**config.mk**
```make
export PLATFORM = sky130hd
export DESIGN_NAME = nonpreemptive_priority_scheduler
export DESIGN_NICKNAME = d
export VERILOG_FILES = /design/src/rtl/nps_pkg.sv /design/src/rtl/nps_front.sv /design/src/rtl/nps_queue.sv /design/src/rtl/nps_sched.sv /design/src/rtl/nonpreemptive_priority_scheduler.sv
export SDC_FILE = /design/constraint.sdc
export NUM_CORES = 1
export LEC_CHECK = 0
export ABC_AREA = 0
export ABC_CLOCK_PERIOD_IN_PS = 8350
export BUFFER_PORTS_ARGS = -buffer_cell sky130_fd_sc_hd__buf_2
export CAP_MARGIN = 10
export CORE_MARGIN = 1
export CORE_UTILIZATION = 62
export DETAILED_ROUTE_END_ITERATION = 7
export PLACE_DENSITY = 0.8
export SYNTH_ARGS = -nofsm -noshare
export SYNTH_HDL_FRONTEND = slang
export SYNTH_SLANG_ARGS = --single-unit
export TNS_END_PERCENT = 50
```
**constraint.sdc**
```tcl
create_clock -name clk -period 8.35 [get_ports clk]
set_clock_uncertainty 0.1 [all_clocks]
set_input_delay 0.835 -clock clk [delete_from_list [all_inputs] [get_ports clk]]
set_output_delay 0.835 -clock clk [all_outputs]
set_load 0.005 [all_outputs]
```
**src/rtl/nps_pkg.sv**
```systemverilog
`default_nettype none

package nps_pkg;

    localparam int MAX_JOBS = 16;
    localparam int SLOT_W   = $clog2(MAX_JOBS);
    localparam int CNT_W    = $clog2(MAX_JOBS + 1);

    localparam int ARR_W    = 16;
    localparam int PRIO_W   = 8;
    localparam int BURST_W  = 16;
    localparam int OSLOT_W  = 4;
    localparam int TIME_W   = 21;
    localparam int SUM_W    = 25;

    localparam int QUEUE_DEPTH = 2;
    localparam int QCNT_W      = $clog2(QUEUE_DEPTH + 1);

    // one classified job record on its way from the front to the scheduler
    typedef struct packed {
        logic [ARR_W-1:0]   arrival;
        logic [PRIO_W-1:0]  prio;
        logic [BURST_W-1:0] burst;
        logic               last;
        logic               keep;
    } job_rec_t;

    typedef enum logic [1:0] {
        BK_LOAD,
        BK_SCAN,
        BK_FIN
    } back_state_t;

endpackage

`default_nettype wire

```
**src/rtl/nps_front.sv**
```systemverilog
`default_nettype none

module nps_front (
    input  wire logic                      clk,
    input  wire logic                      rst_n,
    input  wire logic                      job_valid,
    output logic                           job_ready,
    input  wire logic [nps_pkg::ARR_W-1:0]   arrival_time,
    input  wire logic [nps_pkg::PRIO_W-1:0]  prio_level,
    input  wire logic [nps_pkg::BURST_W-1:0] burst_length,
    input  wire logic                      last_job,
    output logic                           push,
    output nps_pkg::job_rec_t              push_rec,
    input  wire logic                      push_ready
);
    import nps_pkg::*;

    logic [CNT_W-1:0] cnt_reg;
    logic [CNT_W-1:0] cnt_next;
    logic             keep;
    logic             fire;

    assign keep      = (cnt_reg < CNT_W'(MAX_JOBS));
    assign job_ready = push_ready;
    assign fire      = job_valid && push_ready;

    // records past the table size are dropped unless they close the batch
    assign push = job_valid && (keep || last_job);

    always_comb
    begin
        push_rec.arrival = arrival_time;
        push_rec.prio    = prio_level;
        push_rec.burst   = burst_length;
        push_rec.last    = last_job;
        push_rec.keep    = keep;
    end

    always_comb
    begin
        cnt_next = cnt_reg;
        if (fire)
        begin
            if (last_job)
            begin
                cnt_next = '0;
            end
            else if (keep)
            begin
                cnt_next = cnt_reg + CNT_W'(1);
            end
        end
    end

    always_ff @(posedge clk or negedge rst_n)
    begin
        if (!rst_n)
        begin
            cnt_reg <= '0;
        end
        else
        begin
            cnt_reg <= cnt_next;
        end
    end

endmodule

`default_nettype wire

```
**src/rtl/nps_queue.sv**
```systemverilog
`default_nettype none

module nps_queue (
    input  wire logic              clk,
    input  wire logic              rst_n,
    input  wire logic              wr_valid,
    output logic                   wr_ready,
    input  wire nps_pkg::job_rec_t wr_rec,
    output logic                   rd_valid,
    input  wire logic              rd_ready,
    output nps_pkg::job_rec_t      rd_rec
);
    import nps_pkg::*;

    // two entries: the head is what the scheduler sees, the tail waits behind it
    job_rec_t          head_reg;
    job_rec_t          tail_reg;
    logic [QCNT_W-1:0] cnt_reg;
    logic              do_wr;
    logic              do_rd;

    assign wr_ready = (cnt_reg != QCNT_W'(QUEUE_DEPTH));
    assign rd_valid = (cnt_reg != '0);
    assign rd_rec   = head_reg;
    assign do_wr    = wr_valid && wr_ready;
    assign do_rd    = rd_valid && rd_ready;

    always_ff @(posedge clk)
    begin
        if (do_wr && ((cnt_reg == '0) || ((cnt_reg == QCNT_W'(1)) && do_rd)))
        begin
            head_reg <= wr_rec;
        end
        else if (do_wr)
        begin
            tail_reg <= wr_rec;
        end
        else if (do_rd && (cnt_reg == QCNT_W'(QUEUE_DEPTH)))
        begin
            head_reg <= tail_reg;
        end
    end

    always_ff @(posedge clk or negedge rst_n)
    begin
        if (!rst_n)
        begin
            cnt_reg <= '0;
        end
        else
        begin
            if (do_wr && !do_rd)
            begin
                cnt_reg <= cnt_reg + QCNT_W'(1);
            end
            else if (do_rd && !do_wr)
            begin
                cnt_reg <= cnt_reg - QCNT_W'(1);
            end
        end
    end

endmodule

`default_nettype wire

```
**src/rtl/nps_sched.sv**
```systemverilog
`default_nettype none

module nps_sched (
    input  wire logic                         clk,
    input  wire logic                         rst_n,
    input  wire logic                         q_valid,
    output logic                              q_ready,
    input  wire nps_pkg::job_rec_t            q_rec,
    output logic                              res_valid,
    input  wire logic                         res_ready,
    output logic [nps_pkg::OSLOT_W-1:0]       job_slot,
    output logic [nps_pkg::TIME_W-1:0]        wait_ticks,
    output logic [nps_pkg::TIME_W-1:0]        finish_tick,
    output logic [nps_pkg::TIME_W-1:0]        turnaround_ticks,
    output logic [nps_pkg::SUM_W-1:0]         sum_wait,
    output logic [nps_pkg::SUM_W-1:0]         sum_turnaround,
    output logic                              run_end
);
    import nps_pkg::*;

    // job table
    logic [ARR_W-1:0]   arr_tab   [MAX_JOBS];
    logic [PRIO_W-1:0]  prio_tab  [MAX_JOBS];
    logic [BURST_W-1:0] burst_tab [MAX_JOBS];

    back_state_t state_reg;
    back_state_t state_next;

    logic [MAX_JOBS-1:0] done_reg;
    logic [CNT_W-1:0]    cnt_reg;
    logic [CNT_W-1:0]    ran_reg;
    logic [SLOT_W-1:0]   idx_reg;
    logic [TIME_W-1:0]   now_reg;
    logic [SUM_W-1:0]    wtot_reg;
    logic [SUM_W-1:0]    ttot_reg;

    // registered table read and the slot it belongs to
    logic                cmp_valid_reg;
    logic [SLOT_W-1:0]   cmp_idx_reg;
    logic [ARR_W-1:0]    rd_arr_reg;
    logic [PRIO_W-1:0]   rd_prio_reg;
    logic [BURST_W-1:0]  rd_burst_reg;

    // best ready candidate so far
    logic                rdy_found_reg;
    logic [SLOT_W-1:0]   rdy_slot_reg;
    logic [ARR_W-1:0]    rdy_arr_reg;
    logic [PRIO_W-1:0]   rdy_prio_reg;
    logic [BURST_W-1:0]  rdy_burst_reg;

    // earliest pending candidate, the pick when nothing is ready yet
    logic                ear_found_reg;
    logic [SLOT_W-1:0]   ear_slot_reg;
    logic [ARR_W-1:0]    ear_arr_reg;
    logic [PRIO_W-1:0]   ear_prio_reg;
    logic [BURST_W-1:0]  ear_burst_reg;

    logic                res_valid_reg;
    logic [OSLOT_W-1:0]  slot_out_reg;
    logic [TIME_W-1:0]   wait_out_reg;
    logic [TIME_W-1:0]   fin_out_reg;
    logic [TIME_W-1:0]   tat_out_reg;
    logic [SUM_W-1:0]    swait_out_reg;
    logic [SUM_W-1:0]    stat_out_reg;
    logic                end_out_reg;

    logic                pop;
    logic                scan_last;
    logic [ARR_W-1:0]    cur_arr;
    logic [PRIO_W-1:0]   cur_prio;
    logic [BURST_W-1:0]  cur_burst;
    logic                cur_pend;
    logic                cur_ready;
    logic                rdy_better;
    logic                ear_better;
    logic                commit;
    logic                run_done;
    logic [TIME_W-1:0]   start_t;
    logic [SLOT_W-1:0]   sel_slot;
    logic [ARR_W-1:0]    sel_arr;
    logic [BURST_W-1:0]  sel_burst;
    logic [TIME_W-1:0]   wait_t;
    logic [TIME_W-1:0]   fin_t;
    logic [TIME_W-1:0]   tat_t;
    logic [SUM_W-1:0]    wtot_new;
    logic [SUM_W-1:0]    ttot_new;

    assign pop       = (state_reg == BK_LOAD) && q_valid;
    assign q_ready   = (state_reg == BK_LOAD);
    assign scan_last = (idx_reg == SLOT_W'(cnt_reg - CNT_W'(1)));

    assign cur_arr   = rd_arr_reg;
    assign cur_prio  = rd_prio_reg;
    assign cur_burst = rd_burst_reg;
    assign cur_pend  = !done_reg[cmp_idx_reg];
    assign cur_ready = cur_pend && (TIME_W'(cur_arr) <= now_reg);

    assign rdy_better = cur_ready && (!rdy_found_reg || (cur_prio < rdy_prio_reg) ||
                        ((cur_prio == rdy_prio_reg) && (cur_arr < rdy_arr_reg)));
    assign ear_better = cur_pend && (!ear_found_reg || (cur_arr < ear_arr_reg) ||
                        ((cur_arr == ear_arr_reg) && (cur_prio < ear_prio_reg)));

    // nothing ready: time jumps to the earliest arrival
    assign start_t   = rdy_found_reg ? now_reg : TIME_W'(ear_arr_reg);
    assign sel_slot  = rdy_found_reg ? rdy_slot_reg : ear_slot_reg;
    assign sel_arr   = rdy_found_reg ? rdy_arr_reg : ear_arr_reg;
    assign sel_burst = rdy_found_reg ? rdy_burst_reg : ear_burst_reg;
    assign wait_t    = start_t - TIME_W'(sel_arr);
    assign fin_t     = start_t + TIME_W'(sel_burst);
    assign tat_t     = fin_t - TIME_W'(sel_arr);
    assign wtot_new  = wtot_reg + SUM_W'(wait_t);
    assign ttot_new  = ttot_reg + SUM_W'(tat_t);

    // the last slot read is compared in the first finish cycle
    assign commit    = (state_reg == BK_FIN) && !cmp_valid_reg &&
                       (!res_valid_reg || res_ready);
    assign run_done  = ((ran_reg + CNT_W'(1)) == cnt_reg);

    always_comb
    begin
        state_next = state_reg;
        unique case (state_reg)
            BK_LOAD:
            begin
                if (pop && q_rec.last)
                begin
                    state_next = BK_SCAN;
                end
            end
            BK_SCAN:
            begin
                if (scan_last)
                begin
                    state_next = BK_FIN;
                end
            end
            BK_FIN:
            begin
                if (commit)
                begin
                    state_next = run_done ? BK_LOAD : BK_SCAN;
                end
            end
            default:
            begin
                state_next = BK_LOAD;
            end
        endcase
    end

    always_ff @(posedge clk or negedge rst_n)
    begin
        if (!rst_n)
        begin
            state_reg <= BK_LOAD;
        end
        else
        begin
            state_reg <= state_next;
        end
    end

    always_ff @(posedge clk)
    begin
        if (pop && q_rec.keep)
        begin
            arr_tab[cnt_reg[SLOT_W-1:0]]   <= q_rec.arrival;
            prio_tab[cnt_reg[SLOT_W-1:0]]  <= q_rec.prio;
            burst_tab[cnt_reg[SLOT_W-1:0]] <= q_rec.burst;
        end
        if (state_reg == BK_SCAN)
        begin
            rd_arr_reg   <= arr_tab[idx_reg];
            rd_prio_reg  <= prio_tab[idx_reg];
            rd_burst_reg <= burst_tab[idx_reg];
            cmp_idx_reg  <= idx_reg;
        end
        if (cmp_valid_reg && rdy_better)
        begin
            rdy_slot_reg  <= cmp_idx_reg;
            rdy_arr_reg   <= cur_arr;
            rdy_prio_reg  <= cur_prio;
            rdy_burst_reg <= cur_burst;
        end
        if (cmp_valid_reg && ear_better)
        begin
            ear_slot_reg  <= cmp_idx_reg;
            ear_arr_reg   <= cur_arr;
            ear_prio_reg  <= cur_prio;
            ear_burst_reg <= cur_burst;
        end
        if (commit)
        begin
            slot_out_reg  <= OSLOT_W'(sel_slot);
            wait_out_reg  <= wait_t;
            fin_out_reg   <= fin_t;
            tat_out_reg   <= tat_t;
            swait_out_reg <= wtot_new;
            stat_out_reg  <= ttot_new;
            end_out_reg   <= run_done;
        end
    end

    always_ff @(posedge clk or negedge rst_n)
    begin
        if (!rst_n)
        begin
            done_reg      <= '0;
            cnt_reg       <= '0;
            ran_reg       <= '0;
            idx_reg       <= '0;
            now_reg       <= '0;
            wtot_reg      <= '0;
            ttot_reg      <= '0;
            cmp_valid_reg <= 1'b0;
            rdy_found_reg <= 1'b0;
            ear_found_reg <= 1'b0;
            res_valid_reg <= 1'b0;
        end
        else
        begin
            cmp_valid_reg <= (state_reg == BK_SCAN);

            if (pop && q_rec.keep)
            begin
                cnt_reg <= cnt_reg + CNT_W'(1);
            end

            if (state_reg == BK_SCAN)
            begin
                idx_reg <= idx_reg + SLOT_W'(1);
            end

            if (cmp_valid_reg)
            begin
                if (rdy_better)
                begin
                    rdy_found_reg <= 1'b1;
                end
                if (ear_better)
                begin
                    ear_found_reg <= 1'b1;
                end
            end

            if (commit)
            begin
                res_valid_reg <= 1'b1;
                idx_reg       <= '0;
                rdy_found_reg <= 1'b0;
                ear_found_reg <= 1'b0;
                if (run_done)
                begin
                    done_reg <= '0;
                    cnt_reg  <= '0;
                    ran_reg  <= '0;
                    now_reg  <= '0;
                    wtot_reg <= '0;
                    ttot_reg <= '0;
                end
                else
                begin
                    done_reg[sel_slot] <= 1'b1;
                    ran_reg            <= ran_reg + CNT_W'(1);
                    now_reg            <= fin_t;
                    wtot_reg           <= wtot_new;
                    ttot_reg           <= ttot_new;
                end
            end
            else if (res_ready)
            begin
                res_valid_reg <= 1'b0;
            end
        end
    end

    assign res_valid        = res_valid_reg;
    assign job_slot         = slot_out_reg;
    assign wait_ticks       = wait_out_reg;
    assign finish_tick      = fin_out_reg;
    assign turnaround_ticks = tat_out_reg;
    assign sum_wait         = swait_out_reg;
    assign sum_turnaround   = stat_out_reg;
    assign run_end          = end_out_reg;

endmodule

`default_nettype wire

```
**src/rtl/nonpreemptive_priority_scheduler.sv**
```systemverilog
// channel   handshake              payload
// job       job_valid/job_ready    arrival_time, prio_level, burst_length, last_job
// result    res_valid/res_ready    job_slot, wait_ticks, finish_tick, turnaround_ticks,
//                                  sum_wait, sum_turnaround, run_end
//
// job records are taken one per cycle while the queue has room, into a two-entry queue, and
// loaded into the table from it; records past MAX_JOBS are dropped. a run over n jobs scans
// all n loaded slots once per job, one slot per cycle, through a registered table read.
// records of the next batch enter the queue while a run is busy, until it fills. reset is
// asynchronous and leaves the block empty and ready; a stalled result holds the scheduler
// in its commit step.
`default_nettype none

module nonpreemptive_priority_scheduler (
    input  wire logic                          clk,
    input  wire logic                          rst_n,
    input  wire logic                          job_valid,
    output logic                               job_ready,
    input  wire logic [nps_pkg::ARR_W-1:0]     arrival_time,
    input  wire logic [nps_pkg::PRIO_W-1:0]    prio_level,
    input  wire logic [nps_pkg::BURST_W-1:0]   burst_length,
    input  wire logic                          last_job,
    output logic                               res_valid,
    input  wire logic                          res_ready,
    output logic [nps_pkg::OSLOT_W-1:0]        job_slot,
    output logic [nps_pkg::TIME_W-1:0]         wait_ticks,
    output logic [nps_pkg::TIME_W-1:0]         finish_tick,
    output logic [nps_pkg::TIME_W-1:0]         turnaround_ticks,
    output logic [nps_pkg::SUM_W-1:0]          sum_wait,
    output logic [nps_pkg::SUM_W-1:0]          sum_turnaround,
    output logic                               run_end
);
    import nps_pkg::*;

    logic     push;
    logic     push_ready;
    job_rec_t push_rec;
    logic     q_valid;
    logic     q_ready;
    job_rec_t q_rec;

    nps_front u_front (
        .clk          (clk),
        .rst_n        (rst_n),
        .job_valid    (job_valid),
        .job_ready    (job_ready),
        .arrival_time (arrival_time),
        .prio_level   (prio_level),
        .burst_length (burst_length),
        .last_job     (last_job),
        .push         (push),
        .push_rec     (push_rec),
        .push_ready   (push_ready)
    );

    nps_queue u_queue (
        .clk      (clk),
        .rst_n    (rst_n),
        .wr_valid (push),
        .wr_ready (push_ready),
        .wr_rec   (push_rec),
        .rd_valid (q_valid),
        .rd_ready (q_ready),
        .rd_rec   (q_rec)
    );

    nps_sched u_sched (
        .clk              (clk),
        .rst_n            (rst_n),
        .q_valid          (q_valid),
        .q_ready          (q_ready),
        .q_rec            (q_rec),
        .res_valid        (res_valid),
        .res_ready        (res_ready),
        .job_slot         (job_slot),
        .wait_ticks       (wait_ticks),
        .finish_tick      (finish_tick),
        .turnaround_ticks (turnaround_ticks),
        .sum_wait         (sum_wait),
        .sum_turnaround   (sum_turnaround),
        .run_end          (run_end)
    );

endmodule

`default_nettype wire
```
==> results of run 1 <==
## synthesized netlist by cell type (34+ instances only)
library cell and n:
clkbuf_1 75, inv_1 113, a21oi_1 96, a21o_1 43, dfrtp_1 114, mux2_2 58, nor2_1 99, ha_1 164
nand2_1 126, xor2_1 34, xnor2_1 74, mux4_2 205, edfxtp_1 974, o21ai_0 98
## metrics by stage
step / instance area [um2] / setup WS [ps] / cells / hold WS [ps]
finish: 51500 / 1120 / 3925 / 187
global route: 51500 / 585 / 3925 / 249
CTS: 51500 / 1270 / 3924 / 209
detailed placement: 48100 / 1280 / 3730 / 343
global placement: 48100 / 1550 / 3730 / 326
floorplan: 46100 / 1750 / 2676 / 321
## kinds of logic (layout without fill, tap and decap cells)
logic type / Yosys count / after routing / share of synthesized area
AO/OA/AOI/OAI: 421 / 421 / 0.0599
XOR/XNOR: 108 / 108 / 0.0205
adder cells (fa/ha/maj): 169 / 169 / 0.0467
buffers and inverters: 206 / 496 / 0.0168
flip-flops: 1088 / 1088 / 0.696
multiplexers: 281 / 281 / 0.118
AND/OR/NAND/NOR: 403 / 403 / 0.0418
## per-layer routing
metal	GRT usage	vias up	share of wire
li1	-	10900	-
met1	0.378	13100	0.38
met2	0.503	1277	0.52
met3	0.0372	224	0.067
met4	0.109	2	0.036
met5	0	-	0.00011
## worst register-to-register path, stage by stage (launching register included)
cell	delay (ps)
dfrtp_2	830
buf_4	630
o21ai_0	260
ha_1	390
o21ai_1	130
o21bai_1	110
a2111o_1	430
a221o_1	420
a31oi_1	260
xnor2_1	210
ha_1	330
nand3_1	100
a21oi_1	50
o31a_1	300
nor2_1	200
o21bai_1	100
a21oi_1	200
xnor2_1	110
ha_1	380
and3_1	230
nand2_1	60
o22ai_1	110
a41oi_1	100
a21oi_1	390
nand3_1	200
or3_1	370
o21ai_0	120
## worst max path at each step
| stage | to | slack, ps | cells after the start |
|---|---|---|---|
| 2_1_floorplan | u_sched.ttot_reg[23] | 1750 | 29 |
| 3_3_place_gp | u_sched.ttot_reg[24] | 1550 | 25 |
| 3_5_place_dp | u_sched.ttot_reg[23] | 1280 | 26 |
| 4_1_cts | u_sched.ttot_reg[23] | 1270 | 26 |
| 5_1_grt | u_sched.ttot_reg[23] | 580 | 23 |
| 6_report | u_sched.ttot_reg[23] | 1120 | 26 |
## cell usage in the layout (no fill, tap or decap), types with 34 or more instances in the layout
cell type  netlist  final
a21o_1          43     43
a21oi_1         96     96
buf_2            2    163
clkbuf_16        0    106
dfrtp_1        114    109
edfxtp_1       974    974
ha_1           164    164
inv_1          113    113
mux2_2          58     58
mux4_2         205    205
nand2_1        126    125
nor2_1          99     98
o21ai_0         98     97
xnor2_1         74     74
xor2_1          34     34
## cell type report
type                            instances  share of cell area
Multi-Input combinational cell       1382               0.259
Tap cell                              959              0.0233
Clock inverter                         60              0.0122
Inverter                              114             0.00840
Clock buffer                          134              0.0543
Sequential cell                      1088               0.623
Timing Repair Buffer                  188              0.0197
==> results.yml, run 1 <==
clocking:
  cts_tree: "yes"
  post_cts_buffers: 0
  clock_latency_ps: 660
  cts_buffer_depth: 3
  numCtsBuffers: 105
  ctsHoldBuffers: 0
  cts_resized: 0
  cts.sinks: 1088
  cts_max_level: 3
  path_clk_slew_ps: 60
  clock-root-buffer: "clkbuf_16"
drt:
  vias_per_cell: 6.50
  wl_mm: 107
  drc: 20
  drt_iter0_drc: 2552
  first_pass_iters: 8
  vias: 25500
  ant_nets: 0
  wire_per_inst_um: 27.3
worst_setup_path:
  endpoint_kind: "register"
  reg2reg_depth: 26
  arrival_ps: 7680
  r2r_start: "u_sched.rdy_found_reg"
  required_ps: 8800
  critPathKind: "register to register"
  crit_family: "compound AO/OA/AOI/OAI gates"
  r2r_setup_slack_ps: 1120
  r2r-end: "u_sched.ttot_reg[23]"
  crit_fanout: 56
  slowest_delay_ps: 830
  start_kind: "register"
  startpoint: "u_sched.rdy_found_reg"
  path_buf_inv: 1
  crit_slowest_cell: "dfrtp_2"
worst_hold_path:
  hp-class: "primary input to async pin"
run:
  maxCapViolations: 0
global_routing:
  grt_overflow: 0
  grt.total_usage: 0.290
  grt_pass1_vias: 26100
  grt_pass1_wl_mm: 161
  antenna_found_initial: 1
  grt_max_degree: 103
synth:
  synth_warnings: 0
  synth_seq_cells: 1088
  seq_area_frac_synth: 0.696
  synthFlopType: "edfxtp_1"
  avgSynthCellArea_um2: 17.2
  yosysTopAreaCellShare: 0.634
  synth_area_um2: 46100
  yosysUniqueCellTypes: 72
  async_flop_share: 0.105
  synth_area_leaders: "edfxtp_1 63%, mux4_2 10%, dfrtp_1 6.2%"
  yosysTopAreaCell: "edfxtp_1"
  synth_edf_count: 974
  syn_inst: 2676
  synth_nets: 2890
run_status:
  status: "complete, but fails checks"
  violations: "DRC"
final_layout:
  fillers: 4460
  multi_input_area_um2: 13300
  register_area_um2: 32100
  drive_gt1_frac: 0.220
  final_util: 0.703
  areaGrowthSynthToFinish_pct: 11.8
  diodes: 0
  fin_nets: 3093
floorplan:
  ios: 165
  row_count: 99
  start_util: 0.629
  die_h_um: 275
  core_area_um2: 73300
  die_width_um: 275
  die_area_um2: 75500
place:
  io_buffers: 164
  gp_congestion: 0.942
  dpl.hpwl_mm: 61.0
timing:
  max_slew.worst_pin.slew_ps: 1030
  period_needed_ps: 7230
  fmaxAchievable_mhz: 138
  hold_viol: 0
  final-max-slew-violation-count: 0
  finalSetupViolations: 0
  grt_setup_unrepaired: "false"
  slew_headroom: 0.311
  period_share: 0.865
  tns_ps: 0
Power of run 1 is left out: the tool's default activity adds up to more than one toggle a clock period on the data nets, which glitch-free logic cannot reach.
==> run 2, diff against run 1 <==
--- a/config.mk
+++ b/config.mk
@@ -7,7 +7,7 @@
 export LEC_CHECK = 0
 export ABC_AREA = 0
 export ABC_CLOCK_PERIOD_IN_PS = 8350
-export BUFFER_PORTS_ARGS = -buffer_cell sky130_fd_sc_hd__buf_2
+export BUFFER_PORTS_ARGS = -buffer_cell sky130_fd_sc_hd__clkbuf_2
 export CAP_MARGIN = 10
 export CORE_MARGIN = 1
 export CORE_UTILIZATION = 62
==> results.yml, run 2 (synthesis results as in run 1) <==
final_layout:
  final_common_cell: "edfxtp_1"
  fin_nets: 3093
  areaGrowthSynthToFinish_pct: 11.7
  fillers: 4477
  drive_gt1_frac: 0.219
  diodes: 0
  layout_common_cells: "974 x edfxtp_1, 205 x mux4_2, 164 x ha_1"
drt:
  wire_per_inst_um: 27.2
  vias: 25400
  drc: 20
  first_pass_iters: 8
  ant_nets: 0
  met2_length_mm: 54.4
  wl_mm: 107
  route.met3.wl_mm: 7.80
  drt_iter0_drc: 2652
  vias_per_cell: 6.47
  routed.top_layer: "met5"
  drt-met1-wl_mm: 40.6
place:
  pre_cts_slack_ps: 1250
  gp_congestion: 0.951
  dpl.hpwl_mm: 61.3
  io_buffers: 164
global_routing:
  grt_max_degree: 103
  grt_pass1_wl_mm: 161
  grt.total_usage: 0.290
  antenna_found_initial: 3
  grt_pass1_vias: 25900
  grt_overflow: 0
timing:
  finalWorstSetupSlack_ps: 1080
  max_slew.worst_pin.slew_ps: 1070
  grt_setup_unrepaired: "false"
  slew_headroom: 0.289
  finalSetupViolations: 0
  fmaxAchievable_mhz: 138
  hold_viol: 0
  period_share: 0.870
  final-max-slew-violation-count: 0
  period_needed_ps: 7270
  tns_ps: 0
run:
  maxCapViolations: 0
clocking:
  clock-root-buffer: "clkbuf_16"
  cts.sinks: 1088
  cts_tree: "yes"
  post_cts_buffers: 0
  ctsHoldBuffers: 0
  cts_buffer_depth: 3
  cts_resized: 0
  clock_latency_ps: 670
  numCtsBuffers: 105
  cts_max_level: 3
  path_clk_slew_ps: 60
worst_setup_path:
  arrival_ps: 7720
  critPathKind: "register to register"
  required_ps: 8800
  start_kind: "register"
  crit_fanout: 56
  endpoint_kind: "register"
floorplan:
  core_area_um2: 73300
  row_count: 99
  die_width_um: 275
  start_util: 0.629
  die_area_um2: 75500
  ios: 165
  die_h_um: 275
run_status:
  status: "complete, but fails checks"
  violations: "DRC"
worst_hold_path:
  hp-class: "primary input to async pin"
[run 2: cell types whose count changed in the layout (fill, tap and decap cells not counted)]
| cell | previous run | this run |
|---|---|---|
| clkinv_1 | 17 | 27 |
| bufinv_16 | 11 | 8 |
| inv_16 | 1 | 0 |
| clkbuf_8 | 4 | 10 |
| clkbuf_1 | 24 | 17 |
| clkinvlp_4 | 4 | 3 |
| clkinv_4 | 1 | 2 |
| clkbuf_2 | 0 | 163 |
| buf_2 | 163 | 0 |
| clkinv_2 | 23 | 17 |
| inv_6 | 1 | 3 |
[run 2: metrics by stage]
stage                      util  cell area, um2  instances  hold WS [ps]
final                     0.702           51500       3926           178
after global routing      0.702           51500       3926           237
after CTS                 0.702           51500       3926           203
after detailed placement  0.656           48100       3731           334
after global placement    0.656           48100       3730           326
after floorplan               -           46100       2676           321
[run 2: per-layer routing]
| metal | vias to the layer above | global-route usage |
|---|---|---|
| li1 | 11000 | - |
| met1 | 12900 | 0.376 |
| met2 | 1288 | 0.497 |
| met3 | 253 | 0.0432 |
| met4 | 2 | 0.115 |
| met5 | - | 0 |
[run 2: worst max-delay path: stages (launching register included)]
cell and delay, ps:
dfrtp_2 820, buf_4 610, o21ai_0 250, ha_1 390, o21ai_1 120, o21bai_1 120
a2111o_1 420, a221o_1 430, a31oi_1 300, xnor2_1 210, ha_1 340, nand3_1 120
a21oi_1 70, o31a_1 300, nor2_1 220, o21bai_1 90, a21oi_1 170, xnor2_1 120
ha_1 380, and3_1 230, nand2_1 70, o22ai_1 110, a41oi_1 80, a21oi_1 360
nand3_1 190, or3_1 360, o21ai_0 130
[run 2: final timing paths]
| path | start | end | slack (ps) | cells after the start |
|---|---|---|---|---|
| max | u_sched.rdy_found_reg | u_sched.ttot_reg[23] | 1080 | 26 |
| min in group clk | burst_length[12] | u_queue.tail_reg[14] | 260 | 1 |
| max reg2reg | u_sched.rdy_found_reg | u_sched.ttot_reg[23] | 1080 | 26 |
| min reg2reg | u_sched.cur_burst[9] | u_sched.ear_burst_reg[9] | 360 | 0 |
| max in group asynchronous | rst_n | u_sched.wtot_reg[6] | 6690 | 2 |
| min | rst_n | u_sched.ttot_reg[1] | 180 | 1 |
[run 2: cell type report]
cell class                 count  area (um2)  area share
sequential                  1088       32100       0.623
multi-input combinational   1382       13300       0.259
clock buffer                 133        2850      0.0554
tap                          959        1200      0.0233
timing repair buffer         188        1020      0.0197
clock inverter                62         547      0.0106
inverter                     114         433     0.00840
Power of run 2 is left out for the same reason.
